<file path="src/sv/cfa_pkg.sv">
// Package with types, codes and sizes for the contiguous fit allocator.
package cfa_pkg;
    localparam int unsigned TotalFrames = 256;
    localparam int unsigned IdWidth     = 8;
    localparam int unsigned FrameBits   = $clog2(TotalFrames);
    localparam int unsigned CountBits   = FrameBits + 1;

    typedef enum logic [1:0] {
        ST_PLACED    = 2'd0,
        ST_COMPACTED = 2'd1,
        ST_REJECTED  = 2'd2,
        ST_RELEASED  = 2'd3
    } t_status;

    localparam logic [1:0] POL_NEXT  = 2'd0;
    localparam logic [1:0] POL_BEST  = 2'd1;
    localparam logic [1:0] POL_WORST = 2'd2;

    localparam logic OP_ALLOC   = 1'b0;
    localparam logic OP_RELEASE = 1'b1;

    typedef struct packed {
        logic       operation;
        logic [7:0] owner_id;
        logic [8:0] frame_count;
    } t_in_beat;

    typedef struct packed {
        logic [1:0] status;
        logic [7:0] start_frame;
        logic [7:0] moved_frames;
        logic [8:0] freed_frames;
    } t_out_beat;

    // Controller states.
    typedef enum logic [3:0] {
        S_IDLE, S_CLEAR, S_COUNT, S_SRCH, S_SRCH2, S_COMPACT, S_FILLZ, S_SRCH3,
        S_PLACE, S_RELEASE, S_DONE
    } t_state;

    // Datapath scan commands.
    typedef enum logic [3:0] {
        C_NONE, C_START, C_CLEAR, C_COUNT, C_SRCH, C_SRCH_WRAP, C_COMPACT,
        C_FILLZ, C_PLACE, C_RELEASE
    } t_cmd_op;

    typedef struct packed {
        t_cmd_op op;
        logic    first;   // first cycle of a sweep: reset index and trackers
        logic    from_zero; // search starts at frame 0
    } t_cmd;

    typedef struct packed {
        logic last;       // final cycle of the current sweep
        logic found;      // search produced a run
        logic short_space;// count rejects the request
    } t_sts;
endpackage

</file>
<file path="src/sv/cfa_datapath.sv">
// Datapath: frame store, sweep index and run trackers.
module cfa_datapath
    import cfa_pkg::*;
(
    input  logic      i_clk,
    input  logic      i_rst_n,
    input  t_cmd      i_cmd,
    input  t_in_beat  i_req,
    input  logic [1:0] i_policy,
    output t_sts      o_sts,
    output t_out_beat o_res
);
    localparam int unsigned Last = TotalFrames - 1;

    logic [IdWidth-1:0]   r_mem [TotalFrames];
    logic [IdWidth-1:0]   r_rd;              // registered read of the frame at r_idx
    logic [CountBits-1:0] r_idx, n_idx;      // sweep index, reaches TotalFrames
    logic [FrameBits-1:0] r_dst, n_dst;      // compaction write pointer
    logic [CountBits-1:0] r_len, n_len;
    logic [FrameBits-1:0] r_rstart, n_rstart;
    logic [FrameBits-1:0] r_best, n_best;
    logic [CountBits-1:0] r_blen, n_blen;
    logic                 r_found, n_found;
    logic [CountBits-1:0] r_tally, n_tally;  // free count, freed or moved
    logic [FrameBits-1:0] r_nfs, n_nfs;
    logic [FrameBits-1:0] r_lim, n_lim;      // bound of the wrap search

    logic [IdWidth-1:0] id;
    logic [FrameBits-1:0] fi;
    logic [IdWidth-1:0]  rd;
    logic                we;
    logic [FrameBits-1:0] wa;
    logic [IdWidth-1:0]  wd;
    logic                is_free, at_end;
    logic [CountBits-1:0] len_inc;
    logic                 fits, better, sized;

    assign id = i_req.owner_id[IdWidth-1:0];
    assign fi = r_idx[FrameBits-1:0];
    assign rd = r_rd;
    assign is_free = (rd == '0);
    assign sized = (i_policy == POL_BEST) || (i_policy == POL_WORST);
    assign len_inc = r_len + 1'b1;

    // The read address is the next sweep index, so r_rd holds the frame at r_idx.
    always_ff @(posedge i_clk) begin
        if (we) r_mem[wa] <= wd;
        r_rd <= r_mem[n_idx[FrameBits-1:0]];
    end

    always_comb begin
        n_idx = r_idx + 1'b1; n_dst = r_dst; n_len = r_len; n_rstart = r_rstart;
        n_best = r_best; n_blen = r_blen; n_found = r_found; n_tally = r_tally;
        n_nfs = r_nfs; n_lim = r_lim;
        we = 1'b0; wa = fi; wd = '0;
        at_end = (r_idx == CountBits'(Last));
        fits = 1'b0; better = 1'b0;
        o_sts = '0;
        if (i_cmd.first) begin
            n_idx = '0; n_dst = '0; n_len = '0; n_blen = '0;
            if (i_cmd.op != C_PLACE) n_found = 1'b0;
            if (i_cmd.op == C_SRCH && !i_cmd.from_zero && !sized) n_idx = {1'b0, r_nfs};
            if (i_cmd.op == C_SRCH_WRAP) n_lim = r_nfs;
            if (i_cmd.op == C_COUNT || i_cmd.op == C_RELEASE || i_cmd.op == C_COMPACT)
                n_tally = '0;
            if (i_cmd.op == C_PLACE) n_idx = {1'b0, r_best};
        end else begin
            unique case (i_cmd.op)
                C_START: begin
                    n_nfs = '0;
                end
                C_CLEAR: begin
                    we = 1'b1;
                    o_sts.last = at_end;
                end
                C_COUNT: begin
                    if (is_free) n_tally = r_tally + 1'b1;
                    o_sts.last = at_end;
                end
                C_RELEASE: begin
                    if (rd == id && id != '0) begin
                        we = 1'b1; n_tally = r_tally + 1'b1;
                    end
                    o_sts.last = at_end;
                end
                C_COMPACT: begin
                    if (!is_free) begin
                        if (r_dst != fi) begin
                            we = 1'b1; wa = r_dst; wd = rd; n_tally = r_tally + 1'b1;
                        end
                        n_dst = r_dst + 1'b1;
                    end
                    o_sts.last = at_end;
                end
                C_FILLZ: begin
                    // Clear frames from the compaction write pointer upward.
                    if (fi >= r_dst) we = 1'b1;
                    o_sts.last = (fi == FrameBits'(Last));
                end
                C_SRCH, C_SRCH_WRAP: begin
                    if (sized) begin
                        if (is_free && r_idx < CountBits'(TotalFrames)) begin
                            if (r_len == '0) n_rstart = fi;
                            n_len = len_inc;
                        end else begin
                            fits = (r_len >= i_req.frame_count) && (r_len != '0);
                            better = !r_found || ((i_policy == POL_WORST) ?
                                (r_len > r_blen) : (r_len < r_blen));
                            if (fits && better) begin
                                n_found = 1'b1; n_best = r_rstart; n_blen = r_len;
                            end
                            n_len = '0;
                        end
                        o_sts.last = (r_idx == CountBits'(TotalFrames));
                    end else begin
                        if (!is_free) n_len = '0;
                        else begin
                            if (r_len == '0) n_rstart = fi;
                            n_len = len_inc;
                            if (len_inc >= i_req.frame_count) begin
                                n_found = 1'b1;
                                n_best = (r_len == '0) ? fi : r_rstart;
                            end
                        end
                        o_sts.last = at_end || (i_cmd.op == C_SRCH_WRAP &&
                            r_idx + 1'b1 >= {1'b0, r_lim}) || n_found;
                    end
                end
                C_PLACE: begin
                    we = 1'b1; wd = id;
                    o_sts.last = (r_idx - {1'b0, r_best} + 1'b1 >= i_req.frame_count)
                        || at_end;
                    if (o_sts.last) n_nfs = FrameBits'({1'b0, r_best} + i_req.frame_count);
                end
                default: ;
            endcase
        end
        o_sts.found = n_found;
        o_sts.short_space = (i_req.frame_count > r_tally) || (i_req.frame_count == '0)
            || (id == '0);
        o_res.status = '0;
        o_res.start_frame = 8'(r_best);
        o_res.moved_frames = 8'(r_tally);
        o_res.freed_frames = 9'(r_tally);
    end

    always_ff @(posedge i_clk) begin
        r_idx <= n_idx; r_dst <= n_dst; r_len <= n_len; r_rstart <= n_rstart;
        r_best <= n_best; r_blen <= n_blen; r_tally <= n_tally; r_lim <= n_lim;
        if (!i_rst_n) begin
            r_found <= 1'b0; r_nfs <= '0;
        end else begin
            r_found <= n_found; r_nfs <= n_nfs;
        end
    end
endmodule

</file>
<file path="src/sv/cfa_ctrl.sv">
// Controller state machine sequencing the datapath sweeps.
module cfa_ctrl
    import cfa_pkg::*;
(
    input  logic     i_clk,
    input  logic     i_rst_n,
    input  logic     i_in_valid,
    output logic     o_in_ready,
    input  t_in_beat i_req,
    output t_in_beat o_req,
    output logic     o_out_valid,
    input  logic     i_out_ready,
    input  t_sts     i_sts,
    input  t_out_beat i_res,
    output t_out_beat o_res,
    output t_cmd     o_cmd
);
    t_state    r_state, n_state;
    logic      r_first, n_first;
    logic      r_comp, n_comp;
    logic      r_ovalid, n_ovalid;
    t_in_beat  r_req, n_req;
    t_out_beat r_res, n_res;
    logic [7:0] r_moved, n_moved;

    assign o_req = r_req;
    assign o_res = r_res;
    assign o_out_valid = r_ovalid;

    always_ff @(posedge i_clk) begin
        r_req <= n_req; r_res <= n_res; r_moved <= n_moved;
        if (!i_rst_n) begin
            r_state <= S_CLEAR; r_first <= 1'b1; r_comp <= 1'b0; r_ovalid <= 1'b0;
        end else begin
            r_state <= n_state; r_first <= n_first; r_comp <= n_comp;
            r_ovalid <= n_ovalid;
        end
    end

    always_comb begin
        n_state = r_state; n_first = 1'b0; n_comp = r_comp; n_req = r_req;
        n_res = r_res; n_moved = r_moved;
        n_ovalid = r_ovalid && !i_out_ready;
        o_in_ready = 1'b0;
        o_cmd = '{op: C_NONE, first: r_first, from_zero: r_comp};
        unique case (r_state)
            S_CLEAR: begin
                o_cmd.op = C_CLEAR;
                if (!r_first && i_sts.last) n_state = S_IDLE;
            end
            S_IDLE: begin
                o_in_ready = !r_ovalid || i_out_ready;
                if (i_in_valid && o_in_ready) begin
                    n_req = i_req; n_first = 1'b1; n_comp = 1'b0; n_moved = '0;
                    n_state = (i_req.operation == OP_RELEASE) ? S_RELEASE : S_COUNT;
                end
            end
            S_RELEASE: begin
                o_cmd.op = C_RELEASE;
                if (!r_first && i_sts.last) n_state = S_DONE;
            end
            S_COUNT: begin
                o_cmd.op = C_COUNT;
                if (!r_first && i_sts.last) begin
                    n_state = S_SRCH; n_first = 1'b1;
                end
            end
            S_SRCH: begin
                o_cmd.op = C_SRCH;
                if (r_first && !r_comp && i_sts.short_space) n_state = S_DONE;
                else if (!r_first && i_sts.last) begin
                    n_first = 1'b1;
                    if (i_sts.found) n_state = S_PLACE;
                    else n_state = S_SRCH2;
                end
            end
            S_SRCH2: begin
                o_cmd.op = C_SRCH_WRAP;
                n_first = 1'b0;
                if (r_first) begin
                    // The wrap half runs under every policy; for next fit it stops at the next-fit start.
                    n_first = 1'b0;
                end else if (i_sts.last) begin
                    n_first = 1'b1;
                    n_state = i_sts.found ? S_PLACE : (r_comp ? S_DONE : S_COMPACT);
                end
            end
            S_COMPACT: begin
                o_cmd.op = C_COMPACT;
                if (!r_first && i_sts.last) begin
                    n_state = S_FILLZ;
                end
            end
            S_FILLZ: begin
                o_cmd.op = C_FILLZ;
                if (i_sts.last) begin
                    n_state = S_SRCH3; n_first = 1'b1; n_comp = 1'b1;
                    n_moved = i_res.moved_frames;
                end
            end
            S_SRCH3: begin
                o_cmd.op = C_SRCH; o_cmd.from_zero = 1'b1;
                if (!r_first && i_sts.last) begin
                    n_first = 1'b1;
                    n_state = i_sts.found ? S_PLACE : S_DONE;
                end
            end
            S_PLACE: begin
                o_cmd.op = C_PLACE;
                if (!r_first && i_sts.last) n_state = S_DONE;
            end
            S_DONE: begin
                n_ovalid = 1'b1;
                n_res = '0;
                if (r_req.operation == OP_RELEASE) begin
                    n_res.status = ST_RELEASED;
                    n_res.freed_frames = i_res.freed_frames;
                end else if (i_sts.found) begin
                    n_res.status = r_comp ? ST_COMPACTED : ST_PLACED;
                    n_res.start_frame = i_res.start_frame;
                    n_res.moved_frames = r_comp ? r_moved : '0;
                end else begin
                    n_res.status = ST_REJECTED;
                end
                n_state = S_IDLE;
            end
            default: n_state = S_IDLE;
        endcase
    end
endmodule

</file>
<file path="src/sv/contiguous_fit_allocator.sv">
// Top level of the contiguous fit allocator: controller, datapath, policy register.
// A release or an early rejection takes one sweep of the store; an allocate takes
// free count, search and placement sweeps, plus compaction sweeps when no run fits.
// Throughput: one request at a time, set by the store sweeps.
// Reset: synchronous, active low; afterwards a clearing pass empties the store,
// during which no request beat is accepted.
module contiguous_fit_allocator
    import cfa_pkg::*;
(
    input  logic      i_clk,
    input  logic      i_rst_n,
    input  logic      i_in_valid,
    output logic      o_in_ready,
    input  t_in_beat  i_in_data,
    output logic      o_out_valid,
    input  logic      i_out_ready,
    output t_out_beat o_out_data,
    input  logic      i_cfg_we,
    input  logic [1:0] i_cfg_data
);
    // The policy register; value three behaves as next fit in the datapath.
    logic [1:0] r_policy;
    t_cmd       cmd;
    t_sts       sts;
    t_in_beat   req;
    t_out_beat  res;

    always_ff @(posedge i_clk) begin
        if (!i_rst_n) r_policy <= POL_NEXT;
        else if (i_cfg_we) r_policy <= i_cfg_data;
    end

    cfa_ctrl u_ctrl (
        .i_clk(i_clk), .i_rst_n(i_rst_n), .i_in_valid(i_in_valid),
        .o_in_ready(o_in_ready), .i_req(i_in_data), .o_req(req),
        .o_out_valid(o_out_valid), .i_out_ready(i_out_ready), .i_sts(sts),
        .i_res(res), .o_res(o_out_data), .o_cmd(cmd)
    );

    cfa_datapath u_dp (
        .i_clk(i_clk), .i_rst_n(i_rst_n), .i_cmd(cmd), .i_req(req),
        .i_policy(r_policy), .o_sts(sts), .o_res(res)
    );
endmodule

</file>
<file path="config.mk">
export PLATFORM = sky130hd
export DESIGN_NAME = contiguous_fit_allocator
export DESIGN_NICKNAME = d
export VERILOG_FILES = /design/src/sv/cfa_pkg.sv /design/src/sv/cfa_datapath.sv /design/src/sv/cfa_ctrl.sv /design/src/sv/contiguous_fit_allocator.sv
export SDC_FILE = /design/constraint.sdc
export NUM_CORES = 2
export LEC_CHECK = 0
export BUFFER_PORTS_ARGS = -buffer_cell sky130_fd_sc_hd__buf_4
export CAP_MARGIN = 20
export CORE_MARGIN = 2
export CORE_UTILIZATION = 44
export DETAILED_ROUTE_END_ITERATION = 8
export RECOVER_POWER = 100
export SYNTH_ARGS = -nofsm -noshare
export SYNTH_HDL_FRONTEND = slang
export SYNTH_HIERARCHICAL = 1
export SYNTH_SLANG_ARGS = --single-unit
</file>
<file path="constraint.sdc">
create_clock -name i_clk -period 13.58 [get_ports i_clk]
set_clock_uncertainty 0.05 [all_clocks]
set_input_delay 0.679 -clock i_clk [delete_from_list [all_inputs] [get_ports i_clk]]
set_output_delay 0.679 -clock i_clk [all_outputs]
set_load 0.05 [all_outputs]
</file>
# ---- Word-level counts from Yosys, hierarchy flattened
# Memories as Yosys holds them, arrays and structs flattened. A register that Yosys moved wholly into a read port is not among the register bits.
# Index checks and enable logic that the tools add are counted.
# Widths: inputs -> output; s select.
dict set report classes {
  mux 90
  addsub 7
  bitwise 5
  n_lt_le_gt_ge 9
  eq_ne 46
  n_reduce_logical 59
}
# op count
set op_table {}
lappend op_table {{$mux 8} 21}
lappend op_table {{$mux 9} 10}
lappend op_table {{$mux 4} 15}
lappend op_table {{$pmux 8 s2} 3}
lappend op_table {{$add 9x1->9 const B} 4}
lappend op_table {{$pmux 4 s9} 1}
lappend op_table {{$mux 1} 33}
lappend op_table {{$eq 4x3->1 const B} 8}
lappend op_table {{$pmux 4 s8} 1}
lappend op_table {{$ge 9x9->1} 3}
lappend op_table {{$pmux 9 s3} 1}
lappend op_table {{$eq 4x4->1 const B} 5}
lappend op_table {{$gt 9x9->1} 2}
lappend op_table {{$logic_not 9->1} 2}
lappend op_table {{$ne 2x1->1 const B} 9}
lappend op_table {{$eq 4x2->1 const B} 4}
lappend op_table {{$logic_not 8->1} 2}
lappend op_table {{$logic_and 1x1->1} 12}
lappend op_table {{$reduce_and 6->1} 2}
lappend op_table {{$reduce_or 2->1} 6}
lappend op_table {{$logic_or 1x1->1} 10}
lappend op_table {{$ne 2x2->1 const B} 5}
lappend op_table {{$reduce_and 10->1} 1}
lappend op_table {{$eq 9x8->1 const B} 1}
lappend op_table {{other kinds (34)} 55}
dict set report word_totals {
  mem_bits_rw 2048
  wordCells 241
  input_bits 25
  memories 1
  out_inout_bits 29
  regBits 139
}
# name depth word_bits read_ports rd_clocked_by_memory_dff write_ports line_no
set memory_table {}
lappend memory_table {u_dp.r_mem 256 8 1 1 1 cfa_datapath.sv:15} ;# logic [IdWidth-1:0] r_mem [TotalFrames];

# ---- Longest topological paths before layout
dict set report depth {
  ltp_word 15
  mapped_depth 22
  depth_no_buf 22
}

# ---- Hierarchy
# The synthesis kept the hierarchy.
# mod area_each_um2 seq_area_each_um2 cells_each n_inst
set modules_own_cells {}
lappend modules_own_cells {cfa_datapath 87079.8 63530.9 5994 1}
lappend modules_own_cells {cfa_ctrl 2497.4 1731.7 182 1}
lappend modules_own_cells {contiguous_fit_allocator 72.6 40.0 6 1}

# ---- Worst setup path before layout
# Ideal clock, no wire load.
dict set report synth_path {
  kind {register to register}
  startpoint {register u_ctrl.r_state[2]}
  endpoint {memory u_dp.r_mem[0][0], data pin}
  setup_ps 1390
  slack_ps 4209
  path_buffers 3
  t_arrival_ps 7931
  period_less_slack_ps 9371
  path_stages_with_launch 10
  t_required_ps 12140
  cell_sequence {dfxtp_1 -> buf_2 -> clkbuf_1 -> o31ai_1 -> and4bb_2 -> a21boi_2 -> nor2b_1 -> buf_2 -> a22oi_1 -> nor2_1}
}
# item line_no
set synth_lines {}
lappend synth_lines {{start: declaration} cfa_ctrl.sv:18} ;# t_state r_state, n_state;
lappend synth_lines {{start signal: assignment} cfa_ctrl.sv:35} ;# r_state <= n_state; r_first <= n_first; r_comp <= n_comp;
lappend synth_lines {{end: declaration} cfa_datapath.sv:15}

==> qor.yml <==
outcome: "finished, violations left"
violations: "capacitance limit, slew limit"
layout_min_cycle_time_ps: 9530
ctsHtreeMaxLevel: 4
floorplan.die.width_um: 455
syn_inst: 6179
dpl.hpwl_um: 148000
fp.dieH_um: 455
setup-tns-final_ps: 0
drcViolationCount: 0
critPathMaxFanout: 27
worst-r2r-cell-count: 16
setup.reg_to_reg.worst_slack_ps: 4050
grt_pass1_wl_um: 361000
worstHoldStart: "i_cfg_data[1]"
route.detailed.wl_per_inst_um: 27.3
gr-total-overflow: 0
grt_start_max_net_pins: 200
cts_tree: "built"
timing.critical_path.arrival_ps: 10270
tightestPinTransition_ps: 4220
hold_path.class: "primary input to flop"
critPathSlowestCell: "sky130_fd_sc_hd__clkbuf_1"
vias: 54200
hold-path-endpoint: "r_policy[1]"
timing.max_cap.violations: 31
power.net_switching_uw: 3330
cp-end-kind: "flop"
detailedRoute.firstIterationViolations: 6949
power.share.switching_pct: 22.8
reg2reg_from: "u_ctrl/r_state[3]"
net_count_of_the_finished_layout: 6334
max-vdd-ir-drop_v: 0.000129
port_buffers: 53
floorplan.rows: 165
clk_transition_reported_paths_ps: 60
grt_pass1_vias: 51800
insertion_delay_to_the_later_sink_of_the_worst_skew_pair_ps: 860
ys.warnings.count: 6
maxClockFrequency_mhz: 105
critPathMaxStageDelay_ps: 1680
startpoint_type: "flop"
placed_cell_area_mm2: 0.0927
final_routed_wirelength_um: 248000
tritoncts.num_buffers: 221
cts_resized: 0
finalSetupViolations: 0
ctsRootBufferMaster: "sky130_fd_sc_hd__clkbuf_16"
total_clock_sinks: 2195
timing.critical_path.buf_inv: 6
detail_route.first_pass.iterations: 8
timing.rr.end: "u_dp/r_rd[7]"
seq_power_share_pct: 50.6
post_synth_instance_area_mm2: 0.0896
clock_tree_buf_depth: 3
initial_utilization_pct: 44.3
p_int_uw: 11300
synth.avg_cell_area_um2: 14.5
gr-usage-all-layers_pct: 23.6
hold-path-cell-count: 3
share_of_total_power_in_combinational_logic_pct: 7.1
vias_per_cell: 5.97
fp.dieArea_mm2: 0.207
crit_type: "flop to flop"
design_area_final_mm2: 0.100
critical_path.top_delay_family: "buffers and inverters"
powerDensity_mw_per_mm2: 146
flow.area_growth_from_synthesis_pct: 11.6
rsz0062_at_grt: "no"
design.portCount: 54
timing.final.max_slew_violations: 958
clkPwrFrac_pct: 42.3
gp_congestion: 0.875
antenna_violations_before_repair: 10
layout-drive-gt1-share_pct: 9.48
ant_nets: 0
design.core.area_mm2: 0.202
synth_nets: 6297
worstPathCellList: "clkinv_1 > nor3_1 > clkbuf_1 > nor4b_1 > clkbuf_1 > a22o_1 > a31oi_4 > clkbuf_1 > inv_1 > clkbuf_1 > nand3_1 > a221oi_1 > o21ai_0 > nand4_1 > o21bai_1 > nand4_1"
worst_path_most_repeated_cell: "sky130_fd_sc_hd__clkbuf_1"
timing.slew.headroom_pct: -181
final.period_utilization_pct: 70.2
power_leakage_uw: 0.0320
worst-endpoint-required_ps: 14320
timing.final.hold_violations: 0
## cell usage in the layout, fill, tap and decap left out, types with 13 or more instances in the layout
cell and n:
sky130_fd_sc_hd__xnor2_1 25, sky130_fd_sc_hd__and2_1 15, sky130_fd_sc_hd__o21ai_0 73, sky130_fd_sc_hd__o21bai_1 13, sky130_fd_sc_hd__buf_4 68, sky130_fd_sc_hd__or2_0 18
sky130_fd_sc_hd__inv_1 83, sky130_fd_sc_hd__clkbuf_16 227, sky130_fd_sc_hd__a32oi_1 108, sky130_fd_sc_hd__nor3_1 24, sky130_fd_sc_hd__clkinv_1 61, sky130_fd_sc_hd__clkbuf_4 15
sky130_fd_sc_hd__nand3_1 439, sky130_fd_sc_hd__mux4_2 118, sky130_fd_sc_hd__edfxtp_1 2134, sky130_fd_sc_hd__o21ai_1 13, sky130_fd_sc_hd__clkinv_2 40, sky130_fd_sc_hd__mux2_2 25
sky130_fd_sc_hd__and2_0 16, sky130_fd_sc_hd__nand2b_1 19, sky130_fd_sc_hd__nor2_1 353, sky130_fd_sc_hd__clkbuf_1 107, sky130_fd_sc_hd__o22ai_1 23, sky130_fd_sc_hd__nand4_1 144
sky130_fd_sc_hd__mux2i_1 258, sky130_fd_sc_hd__xor2_1 19, sky130_fd_sc_hd__and3_1 44, sky130_fd_sc_hd__a22oi_1 21, sky130_fd_sc_hd__o211ai_1 57, sky130_fd_sc_hd__dfxtp_1 61
sky130_fd_sc_hd__a211oi_1 26, sky130_fd_sc_hd__ha_1 91, sky130_fd_sc_hd__o21a_1 14, sky130_fd_sc_hd__bufinv_16 29, sky130_fd_sc_hd__nand2_1 1161, sky130_fd_sc_hd__a221oi_1 31
sky130_fd_sc_hd__a21o_1 25, sky130_fd_sc_hd__a31oi_1 78, sky130_fd_sc_hd__a21oi_1 66, sky130_fd_sc_hd__dlygate4sd3_1 18
## worst min-delay path, stage by stage
cell	delay, ps
sky130_fd_sc_hd__buf_4	80
sky130_fd_sc_hd__mux2i_1	60
sky130_fd_sc_hd__nor2b_1	90
## state kept, by name, summed over array words and instances, names as in the netlist, 9 cells and up
name / flops
u_ctrl/o_res: 27
u_dp/r_mem: 2048
u_dp/r_blen: 9
u_dp/r_idx: 9
u_dp/r_len: 9
u_dp/r_tally: 9
u_ctrl/o_req: 18
## final cells by class
cell class,count,area [µm²]
Fill cell,17100,102000
Sequential cell,2195,65300
Tap cell,2672,3340
Clock buffer,265,5820
Antenna cell,4,10.0
Clock inverter,145,1510
Timing Repair Buffer,183,1290
Inverter,91,370
Multi-Input combinational cell,3524,22300
## stage by stage
stage | setup slack [ps] | total power, µW | hold WS (ps) | instances | util (%)
4_1_cts | 5980 | 14700 | 12.5 | 9066 | 49.5
2_1_floorplan | 4210 | 8170 | 371 | 6179 | -
5_1_grt | 3550 | 15000 | 65.4 | 9076 | 49.4
3_3_place_gp | 5690 | 8540 | 393 | 8632 | 45.8
3_5_place_dp | 5960 | 8540 | 404 | 8638 | 45.8
6_report | 4050 | 14600 | 70.6 | 9079 | 49.4
## how the worst max path moves through the flow
stage	end	slack, ps	cells after the start	from
5_1_grt	u_dp/r_mem[20][7]	3550	9	u_ctrl/r_state[1]
2_1_floorplan	u_dp/r_mem[0][0]	4210	9	u_ctrl/r_state[2]
6_report	u_dp/r_rd[7]	4050	16	u_ctrl/r_state[3]
4_1_cts	u_dp/r_rd[5]	5980	15	u_ctrl/r_state[3]
3_5_place_dp	u_dp/r_rd[5]	5960	15	u_ctrl/r_state[3]
3_3_place_gp	u_dp/r_rd[1]	5690	15	u_ctrl/r_state[3]
## layer usage
metal | vias to the layer above | track usage (%) | part of all wire (%)
li1 | 23600 | - | -
met1 | 27600 | 33.5 | 41
met2 | 2554 | 36.7 | 46
met3 | 482 | 4.50 | 8.9
met4 | 14 | 8.07 | 3.5
met5 | - | 0 | 0.037
## power groups by stage
stage	clock [µW]	sequential, µW	combinational [µW]
after global routing	6500	7380	1100
after CTS	6270	7380	1030
after global placement	0	7520	1020
after floorplan	0	7500	675
after detailed placement	0	7520	1020
final	6170	7380	1040
## what timing repair did
item	in CTS	in global routing
setup buffers	0	0
hold buffers	18	0
hold endpoints to repair	18	0
setup endpoints to repair	0	0
Note: power is estimated with default switching activity, not from simulation.
